[config.mk]
export PLATFORM = sky130hd
export DESIGN_NAME = gqm_lane
export DESIGN_NICKNAME = d
export VERILOG_FILES = /design/src/rtl/gqm_pkg.sv /design/src/rtl/gqm_lane.sv
export SDC_FILE = /design/constraint.sdc
export NUM_CORES = 1
export LEC_CHECK = 0
export BUFFER_PORTS_ARGS = -buffer_cell sky130_fd_sc_hd__clkbuf_2
export CORE_ASPECT_RATIO = 1.75
export CORE_MARGIN = 1
export CORE_UTILIZATION = 55
export DETAILED_ROUTE_END_ITERATION = 7
export GPL_TIMING_DRIVEN = 0
export PLACE_DENSITY_LB_ADDON = 0.05
export SKIP_LAST_GASP = 1
export SYNTH_ARGS = -nofsm -noshare
export SYNTH_HDL_FRONTEND = slang
export SYNTH_SLANG_ARGS = --single-unit
[constraint.sdc]
create_clock -name clk -period 11.8 [get_ports clk]
set_input_delay 2.36 -clock clk [delete_from_list [all_inputs] [get_ports clk]]
set_output_delay 2.36 -clock clk [all_outputs]
set_load 0.05 [all_outputs]
[src/rtl/gqm_pkg.sv]
`timescale 1ns / 1ps
package gqm_pkg;

    // default sizes
    localparam int MAX_COLS_DEF       = 512;
    localparam int CODES_PER_WORD_DEF = 8;

    // fixed field widths
    localparam int VAL_W  = 48;
    localparam int ACT_W  = 32;
    localparam int PROD_W = 37;
    localparam int GCNT_W = 10;

    // weight code decoding
    localparam logic [3:0] CODE_MASK   = 4'hF;
    localparam logic [4:0] CODE_OFFSET = 5'd8;

    // configuration register indexes
    localparam logic [1:0] REG_VEC_LEN    = 2'd0;
    localparam logic [1:0] REG_GROUP_SIZE = 2'd1;
    localparam logic [1:0] REG_ROW_COUNT  = 2'd2;

    // request kinds
    localparam logic REQ_ACT    = 1'b0;
    localparam logic REQ_WEIGHT = 1'b1;

    // saturation limits
    localparam logic signed [VAL_W-1:0] POS48 = 48'sh7FFF_FFFF_FFFF;
    localparam logic signed [VAL_W-1:0] NEG48 = 48'sh8000_0000_0000;

    // request into the scale unit
    typedef struct packed {
        logic                    start;
        logic signed [VAL_W-1:0] partial;
        logic [15:0]             half;
    } scale_req_t;

endpackage

[src/rtl/gqm_lane.sv]
`timescale 1ns / 1ps
module gqm_lane
    import gqm_pkg::*;
(
    input  logic                     clk,
    input  logic                     en,
    input  logic                     use_col,
    input  logic [3:0]               code,
    input  logic signed [ACT_W-1:0]  act,
    output logic signed [PROD_W-1:0] prod
);

    logic signed [4:0]        weight;
    logic signed [PROD_W-1:0] prod_next;

    // code minus offset times activation, zero past the row end
    always_comb
    begin
        weight    = $signed({1'b0, code & CODE_MASK}) - $signed(CODE_OFFSET);
        prod_next = use_col ? PROD_W'(weight * act) : '0;
    end

    always_ff @(posedge clk)
    begin
        if (en)
        begin
            prod <= prod_next;
        end
    end

endmodule

==> results.toml <==
[synth]
synth_nets = 1049
synth.most_common_cell = "inv_1"
netlist.area_leader.share_pct = 27.19
synth_seq_area_share_pct = 15.24
synthArstFlopShare_pct = 0
ys_ff_latch = 37
synth_edf_count = 37
synth_warnings = 0
synthFlopType = "edfxtp_1"
synthTopCellsByCount = "inv_1, fa_1, and2_1"
synth_cell_type_count = 53
ys_top_cells_by_area = "fa_1, edfxtp_1, ha_1, inv_1, and2_1"
synthCells = 843
synth_top_area_cell = "fa_1"
syn_area_per_cell_um2 = 8.646
syn-cell-area_mm2 = 0.007288

[cts]
clk_path_buf_depth = 2
cts_root_buf = "clkbuf_16"
cts_htree_levels = 2
cts_buffers = 5
cts_setup_buffers = 0
post_cts_resized = 0
cts_tree = "yes"
hold_buffers = 0
cts.clk_slew.worst_paths_ns = 0.05
cts_sinks = 37

[floorplanning]
die-area_mm2 = 0.01373
io_pins = 76
die_w_um = 89.02
initial_core_util_pct = 56.33
core_area_mm2 = 0.01294
num_rows = 55
die-height_um = 154.3

[cells_and_area]
reg.largest.list = "prod: 37 flops"
fin_nets = 1129
drive_gt1_share_pct = 10.28
area_growth_pct = 9.820
multi_input_area_mm2 = 0.005370
regMostFlops = "prod"
seq_area_mm2 = 0.001111
largest_register_ffs = 37
final_area_mm2 = 0.008004
n_antenna_cell = 0
fill_cells = 1224

[route]
vias = 5786
ant_nets = 0
drc = 0
wire_per_inst_um = 15.17
routed_wl_um = 16620
drt_iter0_markers = 168
dr.pass1.iters = 4
routed_via_density = 5.284

[timing]
slew_headroom_pct = 44.51
post-route-min-period_ns = 7.466
fin_crit_sh_pct = 63.27
finalSetupTns_ns = 0
slew_viol_final = 0
finalHoldViolCount = 0
rsz0062_at_grt = "no"
setup_violations = 0
worst_pin_slew_ns = 0.8324
timing.fmax_mhz = 133.9

[global_routing]
overflow = 0
grt_pass1_vias = 6156
grt_max_degree = 38
grt_pass1_wl_um = 28440
antenna_found_initial = 0
grt_usage_pct = 26.84

[placed_design]
hpwl_um = 14500
io_buffers = 73
place.gp.congestion = 0.9147
dpl_cell_area_mm2 = 0.007868

[pwr]
powerDensity_mw_per_mm2 = 161.3
total_leakage_power_uw = 0.003947
peakVddDrop_mv = 0.07877

[critical_path]
worstSetupPathType = "in2reg"
endpoint_kind = "flop"
crit_arrival_ns = 7.49
worst-endpoint-required_ns = 11.82
critPathMaxFanout = 10
startpoint_type = "input port"

[run]
drv_cap = 0

[run_status]
outcome = "finished clean"

[hold_path]
worstHoldPathType = "in2reg"
[worst paths after layout]
check,depth (start not counted),from,to,slack [ns]
hold / removal,2,act[0],prod[0],2.48
setup / recovery,17,code[3],prod[36],4.33
[per-layer routing]
metal	routed length, µm	share of wire, %	track usage, %	vias to the layer above
li1	-	-	-	2824
met1	6575	40	31.71	2778
met2	8405	51	47.47	143
met3	726	4.4	2.188	41
met4	908	5.5	13.76	0
met5	0	0	0	-
[layout make-up]
type,instances,share of cell area (%)
buffer,30,1.594
tap,171,2.673
timing repair buffer,73,4.565
inverter,181,8.488
multi-input combinational,595,67.09
sequential,37,13.88
clock buffer,8,1.704
[kinds of logic after synthesis]
logic type / synth area share [%]
buffers and inverters: 11.07
and+or+nand+nor: 21.15
xor gates and xnor gates: 2.764
muxes: 0.8241
DFF: 15.24
adders and majority gates: 38.87
AOI/OAI and AO/OA: 10.08
[per-stage QoR]
stage | hold slack (ns) | total power, µW | utilization [%] | std cells | setup WS, ns
finish | 2.476 | 1291 | 61.87 | 1095 | 4.334
floorplan | 2.473 | 955.3 | - | 843 | 5.348
global route | 2.510 | 1427 | 61.87 | 1095 | 3.928
CTS | 2.485 | 1295 | 61.87 | 1095 | 4.354
global placement | 2.775 | 1157 | 60.81 | 1087 | 4.195
detailed placement | 2.768 | 1170 | 60.81 | 1087 | 4.080
[worst max-delay path: stages]
cell	delay, ns
clkbuf_1	0.58
buf_1	0.70
nor2_1	0.16
fa_1	0.49
fa_1	0.53
inv_1	0.06
fa_1	0.52
inv_1	0.04
ha_1	0.26
clkbuf_1	0.29
nand4_1	0.23
nor4_1	0.32
o211ai_1	0.21
o211ai_1	0.18
and4bb_2	0.31
o21ai_0	0.08
nor3b_1	0.15
[cell usage in the layout, fill, tap and decap left out, types with 7 or more instances in the layout]
cell,n
nand2_1,32
o21a_1,12
inv_1,180
and2_1,97
xnor2_1,17
o21ai_0,20
edfxtp_1,37
ha_1,68
nor2_1,68
nor3_1,14
nor2b_1,37
a21oi_1,31
clkbuf_2,73
nand3_1,7
clkbuf_1,24
nand4_1,11
fa_1,99
a21o_1,10
nand2b_1,7
[where the power goes]
part / total, µW / switching [µW] / internal, µW
registers: 210 / 8.93 / 201
logic: 959 / 623 / 336
clock network: 122 / 43.8 / 78.3
total: 1290 / 676 / 615
(Power assumes the default switching activity.)
