===== config.mk =====
export PLATFORM = sky130hd
export DESIGN_NAME = gqm_merge
export DESIGN_NICKNAME = d
export VERILOG_FILES = /design/src/rtl/gqm_pkg.sv /design/src/rtl/gqm_merge.sv
export SDC_FILE = /design/constraint.sdc
export NUM_CORES = 1
export LEC_CHECK = 0
export ABC_AREA = 1
export BUFFER_PORTS_ARGS = -buffer_cell sky130_fd_sc_hd__buf_2
export CAP_MARGIN = 20
export CORE_ASPECT_RATIO = 1.2
export CORE_MARGIN = 2
export CORE_UTILIZATION = 35
export DETAILED_ROUTE_END_ITERATION = 8
export SLEW_MARGIN = 10
export SYNTH_ARGS = -nofsm -noshare
export SYNTH_HDL_FRONTEND = slang
export SYNTH_SLANG_ARGS = --single-unit

===== constraint.sdc =====
create_clock -name clk -period 4.23 [get_ports clk]
set_input_delay 0.846 -clock clk [delete_from_list [all_inputs] [get_ports clk]]
set_output_delay 0.846 -clock clk [all_outputs]
set_load 0.03 [all_outputs]

===== src/rtl/gqm_pkg.sv =====
`timescale 1ns / 1ps
package gqm_pkg;

    // default sizes
    localparam int MAX_COLS_DEF       = 512;
    localparam int CODES_PER_WORD_DEF = 8;

    // fixed field widths
    localparam int VAL_W  = 48;
    localparam int ACT_W  = 32;
    localparam int PROD_W = 37;
    localparam int GCNT_W = 10;

    // weight code decoding
    localparam logic [3:0] CODE_MASK   = 4'hF;
    localparam logic [4:0] CODE_OFFSET = 5'd8;

    // configuration register indexes
    localparam logic [1:0] REG_VEC_LEN    = 2'd0;
    localparam logic [1:0] REG_GROUP_SIZE = 2'd1;
    localparam logic [1:0] REG_ROW_COUNT  = 2'd2;

    // request kinds
    localparam logic REQ_ACT    = 1'b0;
    localparam logic REQ_WEIGHT = 1'b1;

    // saturation limits
    localparam logic signed [VAL_W-1:0] POS48 = 48'sh7FFF_FFFF_FFFF;
    localparam logic signed [VAL_W-1:0] NEG48 = 48'sh8000_0000_0000;

    // request into the scale unit
    typedef struct packed {
        logic                    start;
        logic signed [VAL_W-1:0] partial;
        logic [15:0]             half;
    } scale_req_t;

endpackage


===== src/rtl/gqm_merge.sv =====
`timescale 1ns / 1ps
module gqm_merge
    import gqm_pkg::*;
#(
    parameter int CODES_PER_WORD = CODES_PER_WORD_DEF
) (
    input  logic                     clk,
    input  logic                     rst_n,
    input  logic                     en,
    input  logic                     clr,
    input  logic signed [PROD_W-1:0] prods [CODES_PER_WORD],
    output logic signed [VAL_W-1:0]  partial
);

    logic signed [VAL_W-1:0] partial_reg;
    logic signed [VAL_W-1:0] partial_next;
    logic signed [VAL_W-1:0] word_sum;

    // lane products summed; the group partial stays far below the 48-bit limit
    always_comb
    begin
        word_sum = '0;
        for (int k = 0; k < CODES_PER_WORD; k++)
        begin
            word_sum = word_sum + VAL_W'(prods[k]);
        end
        partial_next = partial_reg + word_sum;
    end

    always_ff @(posedge clk or negedge rst_n)
    begin
        if (!rst_n)
        begin
            partial_reg <= '0;
        end
        else if (clr)
        begin
            partial_reg <= '0;
        end
        else if (en)
        begin
            partial_reg <= partial_next;
        end
    end

    assign partial = partial_reg;

endmodule


==> impl_results.md, run 1 <==
- Transition time of the tightest slew-check pin: 0.861 ns
- Slew Limit Headroom: 42.5%
- Root buf cell: sky130_fd_sc_hd__clkbuf_16
- DRT antenna net count: 0
- Number of distinct library cell variants in the gate-level netlist after synthesis: 34
- Share of the clock period used by the worst path after layout: 104%
- Dpl ws: -0.803 ns
- Overall via count from detail_route: 12191
- GRT Total Usage: 20.4%
- Fraction of layout instances using a drive strength above 1: 42.5%
- Sequential cell area fraction in the yosys report: 9.02%
- Via count of the first global-routing pass: 13073
- Netlist Area Pre-Place: 13300 um^2
- Final critical delay including setup and external delays: 4.39 ns
- Boundary pin count: 348
- Fraction of the mapped netlist area in adder cells: 49.2%
- Worst clock skew: 0.00850 ns
- Source-to-sink clock delay at the later pin of the worst-skew pair: 0.31 ns
- Flip-flop count of the largest register, all copies and words added: 48
- Count of endpoints failing hold in the final timing report: 0
- Worst setup margin: -0.162 ns
- Chip Width: 182 um
- Die boundary height: 218 um
- Hold-fix buffers, CTS: 0
- CTS tree: built
- Router iterations before antenna repair: 5
- Filler cell count in the final layout: 3664
- Mux cell area share after synthesis: 0%
- Highest attainable clock frequency: 0.228 GHz
- Diodes inserted: 0
- Post-synthesis simple-gate area fraction: 20.7%
- Unrepaired setup endpoints after global routing: true
- Level count of the clock H-tree: 2
- Number of nets in the final layout: 2935
- WP data arrival: 4.59 ns
- Per-instance average area after synthesis: 7.63 um^2
- Final setup violation count: 32
- Count of mapped cells out of synthesis: 1747
- Worst setup SP type: primary input
- Dpl hpwl: 34400 um
- Compound-gate portion of the synthesized area: 3.18%
- Failing checks: setup timing
- Biggest area consumer among synthesized cells: sky130_fd_sc_hd__fa_1
- Worst Setup Path Type: in2reg
- Count of state elements after synthesis: 48
- Std-Cell Rows: 78
- Number of nets in the synthesized netlist: 2393
- Top cells by area, synth: sky130_fd_sc_hd__fa_1, sky130_fd_sc_hd__inv_1, sky130_fd_sc_hd__nand2_1
- Routed wire length per instance: 14.2 um
- Final Routed Wirelength: 39200 um
- Initial Util: 35.4%
- Xor and xnor area share after synthesis: 0.526%
- Run status: complete, but fails checks
- Number of synthesis warnings: 0
- PortBufs: 347
- Initial drt markers: 389
- Most numerous cell types in the synthesized netlist: sky130_fd_sc_hd__inv_1, sky130_fd_sc_hd__nand2_1, sky130_fd_sc_hd__fa_1, sky130_fd_sc_hd__nor2_1, sky130_fd_sc_hd__nand3_1
- Last weighted congestion value of the routability-driven placer: 0.874
- Layout area overhead: 45.5%
- Required time of the worst setup path: 4.43 ns
- Remaining routing DRC violations: 0
- Max clock buf depth: 2
- Total overflow reported by the global router: 0
- Primary FF master, synth: sky130_fd_sc_hd__dfrtp_1
- Yosys top cell area share: 44.5%
- Largest family of logic cells by synthesized area: adder cells
- Share of synthesized registers carrying an async set or reset: 100%
- Most frequent cell after synthesis: sky130_fd_sc_hd__inv_1
- Die area: 39600 um^2
- Largest driver fanout on the critical path: 7
- Core box area: 37700 um^2
- Via density per instance: 4.41
- CTS Buf Count: 5
- Max_cap viols: 0
- Final-report max-slew violation count: 0
- Initial antenna violation count: 0
- Non-Filler Instances: 2767
- Count of flip-flops with a built-in enable after synthesis: 0
- Clock input transition at the sequential cells of the worst setup and hold paths: 0.07 ns
- CTS sink cnt: 48
- Category of the worst setup path capture point: flip-flop
- Maximum number of pins on one net before global-route repair: 30
- Placed insts: 2725
- Wire length of the first global-routing pass: 63700 um
- Path category of the worst min-delay check: reg2reg
## critical path: stages
cell	delay, ns
sky130_fd_sc_hd__buf_6	0.09
sky130_fd_sc_hd__fa_1	0.56
sky130_fd_sc_hd__inv_2	0.05
sky130_fd_sc_hd__fa_2	0.61
sky130_fd_sc_hd__inv_4	0.08
sky130_fd_sc_hd__fa_1	0.48
sky130_fd_sc_hd__inv_1	0.05
sky130_fd_sc_hd__fa_1	0.49
sky130_fd_sc_hd__inv_2	0.05
sky130_fd_sc_hd__ha_4	0.23
sky130_fd_sc_hd__buf_6	0.12
sky130_fd_sc_hd__nand2_4	0.08
sky130_fd_sc_hd__inv_4	0.04
sky130_fd_sc_hd__nand2_2	0.06
sky130_fd_sc_hd__nand2_2	0.06
sky130_fd_sc_hd__o21bai_1	0.16
sky130_fd_sc_hd__a21oi_1	0.12
sky130_fd_sc_hd__buf_4	0.16
sky130_fd_sc_hd__nand3_1	0.08
sky130_fd_sc_hd__nand3_1	0.09
sky130_fd_sc_hd__nand2_1	0.06
## routing by layer
metal,vias to the layer above,GRT usage (%),share of wire [%]
met1,5948,24.7,39
met4,0,4.27,2.3
met3,41,1.80,3.5
li1,5961,-,-
met2,241,39.2,55
met5,-,0,0
## cells in the final DEF (no fill, tap or decap), drive strengths merged
cell type  Yosys  layout
a21oi         38      38
nor3           5       5
and2           2       2
fa           296     296
o31ai          6       6
nand3b         3       3
nor2          89      89
nor4           1       1
nand2        476     476
nand3         62      62
nand4         13      13
a22o           3       3
o21ai         22      22
buf            5     545
xnor2          6       6
dfrtp         48      48
or2            2       2
a21o           2       2
ha            50      50
xor2           2       2
clkbuf         5       5
o21bai         4       4
a21boi         1       1
inv          605     606
## final cells by class
type	count	area, um^2	share of cell area (%)
Multi-Input combinational cell	1083	11700	60.5
Timing Repair Buffer	545	3450	17.8
Inverter	606	2280	11.8
Sequential cell	48	1200	6.20
Tap cell	480	601	3.10
Clock buffer	5	125	0.645
## path summary, 6_finish.rpt
check / start / end / slack, ns / cells past startpoint
hold reg to reg: partial[12] / partial[12] / 0.53 / 2
setup / recovery: prods[110] / partial[42] / -0.16 / 21
max in group asynchronous: rst_n / partial[24] / 2.84 / 2
hold / removal: partial[12] / partial[12] / 0.53 / 2
min in group asynchronous: rst_n / partial[37] / 0.54 / 1
setup reg to reg: partial[2] / partial[46] / 0.13 / 20
## metrics by stage
step	TNS (ns)	util, %	instance area (um^2)	hold WS (ns)
finish	-2.52	51.5	19400	0.525
global route	-8.46	51.5	19400	0.549
CTS	-2.02	49.4	18600	0.541
detailed placement	-23.90	45.4	17100	0.522
global placement	-23.37	45.4	17100	0.531
floorplan	-1.37	-	13500	0.550
## logic make-up (layout without fill, tap and decap cells)
family | Yosys count | count (layout)
buffers and inverters | 616 | 1156
XOR/XNOR | 8 | 8
adder cells (fa/ha/maj) | 346 | 346
AND/OR/NAND/NOR | 653 | 653
flip-flops | 48 | 48
AO/OA/AOI/OAI | 76 | 76
## what timing repair did
| item | in CTS | in global routing |
|---|---|---|
| pin swaps | 116 | 137 |
| setup endpoints to repair | 40 | 42 |
| setup buffers | 25 | 19 |
| resized for setup | 291 | 199 |
Power of run 1 is not shown: default switching activity piles up to over one toggle a cycle in this logic, so the estimate is an artifact.
==> run 2, diff against run 1 <==
- ABC_AREA: 1 -> unset
==> run 2 against run 1 <==
Effect of this change:
- the run still ends with setup timing left
- synthesized cell count decreased by 28%
- register-to-register slack worse by 0.83 ns
- global-route usage is 0.59 points lower
- synthesized area shrank 9.0%
- utilization shrank 0.90 points
- clock-buffer cell count is the same
- die area down 8.9%
- first-iteration DRC count down 13%
==> impl_results.md, run 2 <==
- Run status: complete, but fails checks
- Failing checks: setup timing
- Count of endpoints failing hold in the final timing report: 0
- Dpl hpwl: 29800 um
- Via count of the first global-routing pass: 11689
- Number of distinct library cell variants in the gate-level netlist after synthesis: 59
- Chip Width: 174 um
- WP data arrival: 5.40 ns
- Wire length of the first global-routing pass: 57100 um
- Die area: 36100 um^2
- Level count of the clock H-tree: 2
- CP peak stage delay: 0.55 ns
- Router iterations before antenna repair: 5
- Count of flip-flops with a built-in enable after synthesis: 0
- Maximum number of pins on one net before global-route repair: 48
- Yosys top cell area share: 48.9%
- Slowest CP cell: sky130_fd_sc_hd__fa_1
- Netlist Area Pre-Place: 12100 um^2
- Max_cap viols: 0
- Path category of the worst min-delay check: reg2reg
- Boundary pin count: 348
- Number of nets in the final layout: 2464
- Share of synthesized registers carrying an async set or reset: 100%
- Worst setup margin: -0.964 ns
- Transition time of the tightest slew-check pin: 1.07 ns
- Fraction of layout instances using a drive strength above 1: 40.9%
- Max clock buf depth: 2
- DRT antenna net count: 0
- Remaining routing DRC violations: 0
- GRT Total Usage: 19.8%
- Std-Cell Rows: 74
- Count of state elements after synthesis: 48
- CTS tree: built
- Unrepaired setup endpoints after global routing: true
- Clock input transition at the sequential cells of the worst setup and hold paths: 0.08 ns
- Most frequent cells in the layout: sky130_fd_sc_hd__inv_1, sky130_fd_sc_hd__buf_2, sky130_fd_sc_hd__fa_1
- Most numerous cell types in the synthesized netlist: sky130_fd_sc_hd__inv_1, sky130_fd_sc_hd__fa_1, sky130_fd_sc_hd__nor2_1, sky130_fd_sc_hd__nand2_1, sky130_fd_sc_hd__ha_1
- Post-layout util: 50.6%
- Most common cell after layout, fill and taps aside: sky130_fd_sc_hd__inv_1
- Number of synthesis warnings: 0
- Initial Util: 35.6%
- Biggest area consumer among synthesized cells: sky130_fd_sc_hd__fa_1
- Die boundary height: 208 um
- Layout area overhead: 42.1%
- Slew Limit Headroom: 28.9%
- Source-to-sink clock delay at the later pin of the worst-skew pair: 0.31 ns
- Worst clock skew: 0.0134 ns
- Summed negative setup slack over all endpoints: -27.56 ns
- Initial antenna violation count: 4
- Worst Hold Slack: 0.562 ns
- CTS sink cnt: 48
- Final setup violation count: 42
- Overall via count from detail_route: 10304
- Primary FF master, synth: sky130_fd_sc_hd__dfrtp_1
- Top cells by area, synth: sky130_fd_sc_hd__fa_1, sky130_fd_sc_hd__inv_1, sky130_fd_sc_hd__dfrtp_1
- Final Routed Wirelength: 34300 um
- Required time of the worst setup path: 4.44 ns
- Area of combinational cells with multiple inputs: 10100 um^2
- Combined flip-flop and latch cell area: 1200 um^2
- Core box area: 34100 um^2
- Category of the worst setup path capture point: flip-flop
- Root buf cell: sky130_fd_sc_hd__clkbuf_16
- Number of nets in the synthesized netlist: 1909
- Cell chain of the critical path: buf_6 -> inv_2 -> fa_1 -> inv_2 -> fa_1 -> fa_1 -> inv_1 -> fa_1 -> inv_1 -> ha_2 -> inv_2 -> fa_2 -> nand2b_4 -> a211oi_4 -> o21ai_2 -> a2111oi_4 -> or3_4 -> a21oi_4 -> a211oi_2 -> mux2i_1 -> a211o_1
- Most frequent cell after synthesis: sky130_fd_sc_hd__inv_1
- CTS Buf Count: 5
- Filler cell count in the final layout: 3189
- Largest driver fanout on the critical path: 3
- Initial drt markers: 340
- Count of mapped cells out of synthesis: 1263
- Total overflow reported by the global router: 0
- Routed wire length per instance: 15.0 um
- Via density per instance: 4.52
- Sequential cell area fraction in the yosys report: 9.91%
- Worst Setup Path Type: in2reg
- Flip-flop count of the largest register, all copies and words added: 48
- Share of the clock period used by the worst path after layout: 123%
- Highest attainable clock frequency: 0.193 GHz
- PortBufs: 347
- Last weighted congestion value of the routability-driven placer: 0.824
- Worst setup SP type: primary input
- Final critical delay including setup and external delays: 5.19 ns
- Final-report max-slew violation count: 0
- Cell type with the highest occurrence count on the critical path: sky130_fd_sc_hd__fa_1
- Per-instance average area after synthesis: 9.59 um^2
- Hold-fix buffers, CTS: 0
- Dpl ws: -1.36 ns
==> run 2: cell count changes in the layout (fill, tap and decap cells not counted), sizes merged, moves of 7 or more <==
cell and change:
inv -193, buf +36, nand3 -52, o21ai +16, xor2 +9, a211oi +10
a31oi +7, a21o +26, mux2i +31, a21oi +10, nand2 -425, xnor2 +23
nor2 -25
==> run 2: logic make-up (layout without fill, tap and decap cells) <==
family / count (synthesis) / in the layout / share of synthesized area [%]
mux: 31 / 31 / 2.56
xor+xnor: 40 / 40 / 2.89
fa+ha+maj: 346 / 346 / 54.1
flops: 48 / 48 / 9.91
simple gates: 184 / 184 / 7.36
other cells: 0 / 3 / 0
compound gates: 168 / 168 / 9.22
buf+inv: 446 / 1002 / 14.0
==> run 2: final cells by class <==
cell class              instances  area share [%]
multi-input cells             769            58.6
repair buffers                581            21.0
clock inverters                 3           0.276
inverters                     413            9.07
flip-flops and latches         48            6.97
diodes                          3          0.0436
clock buffers                   5           0.726
well taps                     456            3.31
==> run 2: path summary, 6_finish.rpt <==
path | start | end | slack [ns] | depth (start not counted)
worst max-delay path | prods[2] | partial[40] | -0.96 | 21
min in group asynchronous | rst_n | partial[35] | 0.60 | 1
worst max register to register | partial[2] | partial[40] | -0.70 | 18
worst min-delay path | partial[42] | partial[42] | 0.56 | 2
worst min register to register | partial[42] | partial[42] | 0.56 | 2
max in group asynchronous | rst_n | partial[23] | 2.73 | 2
==> run 2: timing repair <==
action | 4_1_cts | 5_1_grt
resized for setup | 94 | 91
endpoints found under the setup margin | 41 | 43
hold endpoints to repair | 0 | 0
buffers inserted | 15 | 15
pin swaps | 37 | 56
==> run 2: layer usage <==
metal / wire [um] / GRT usage (%) / vias up / share of wire, %
met5: 11 / 0 / - / 0.032
met1: 13100 / 23.3 / 5134 / 38
met2: 18800 / 38.0 / 279 / 55
li1: - / - / 4858 / -
met4: 437 / 3.56 / 2 / 1.3
met3: 1890 / 3.02 / 31 / 5.5
==> run 2: critical path, delay by kind of cell <==
family | cells | cell delay (ns)
buffers and inverters | 6 | 0.31
multiplexers | 1 | 0.10
adder cells (fa/ha/maj) | 6 | 2.48
AO/OA/AOI/OAI | 6 | 1.30
AND/OR/NAND/NOR | 2 | 0.38
==> run 2: stage by stage <==
stage          instances  instance area (um^2)
6_report            2278                 17200
5_1_grt             2276                 17200
4_1_cts             2261                 16700
3_5_place_dp        2238                 16000
3_3_place_gp        2238                 16000
2_1_floorplan       1263                 12300
Power of run 2 is left out for the same reason.
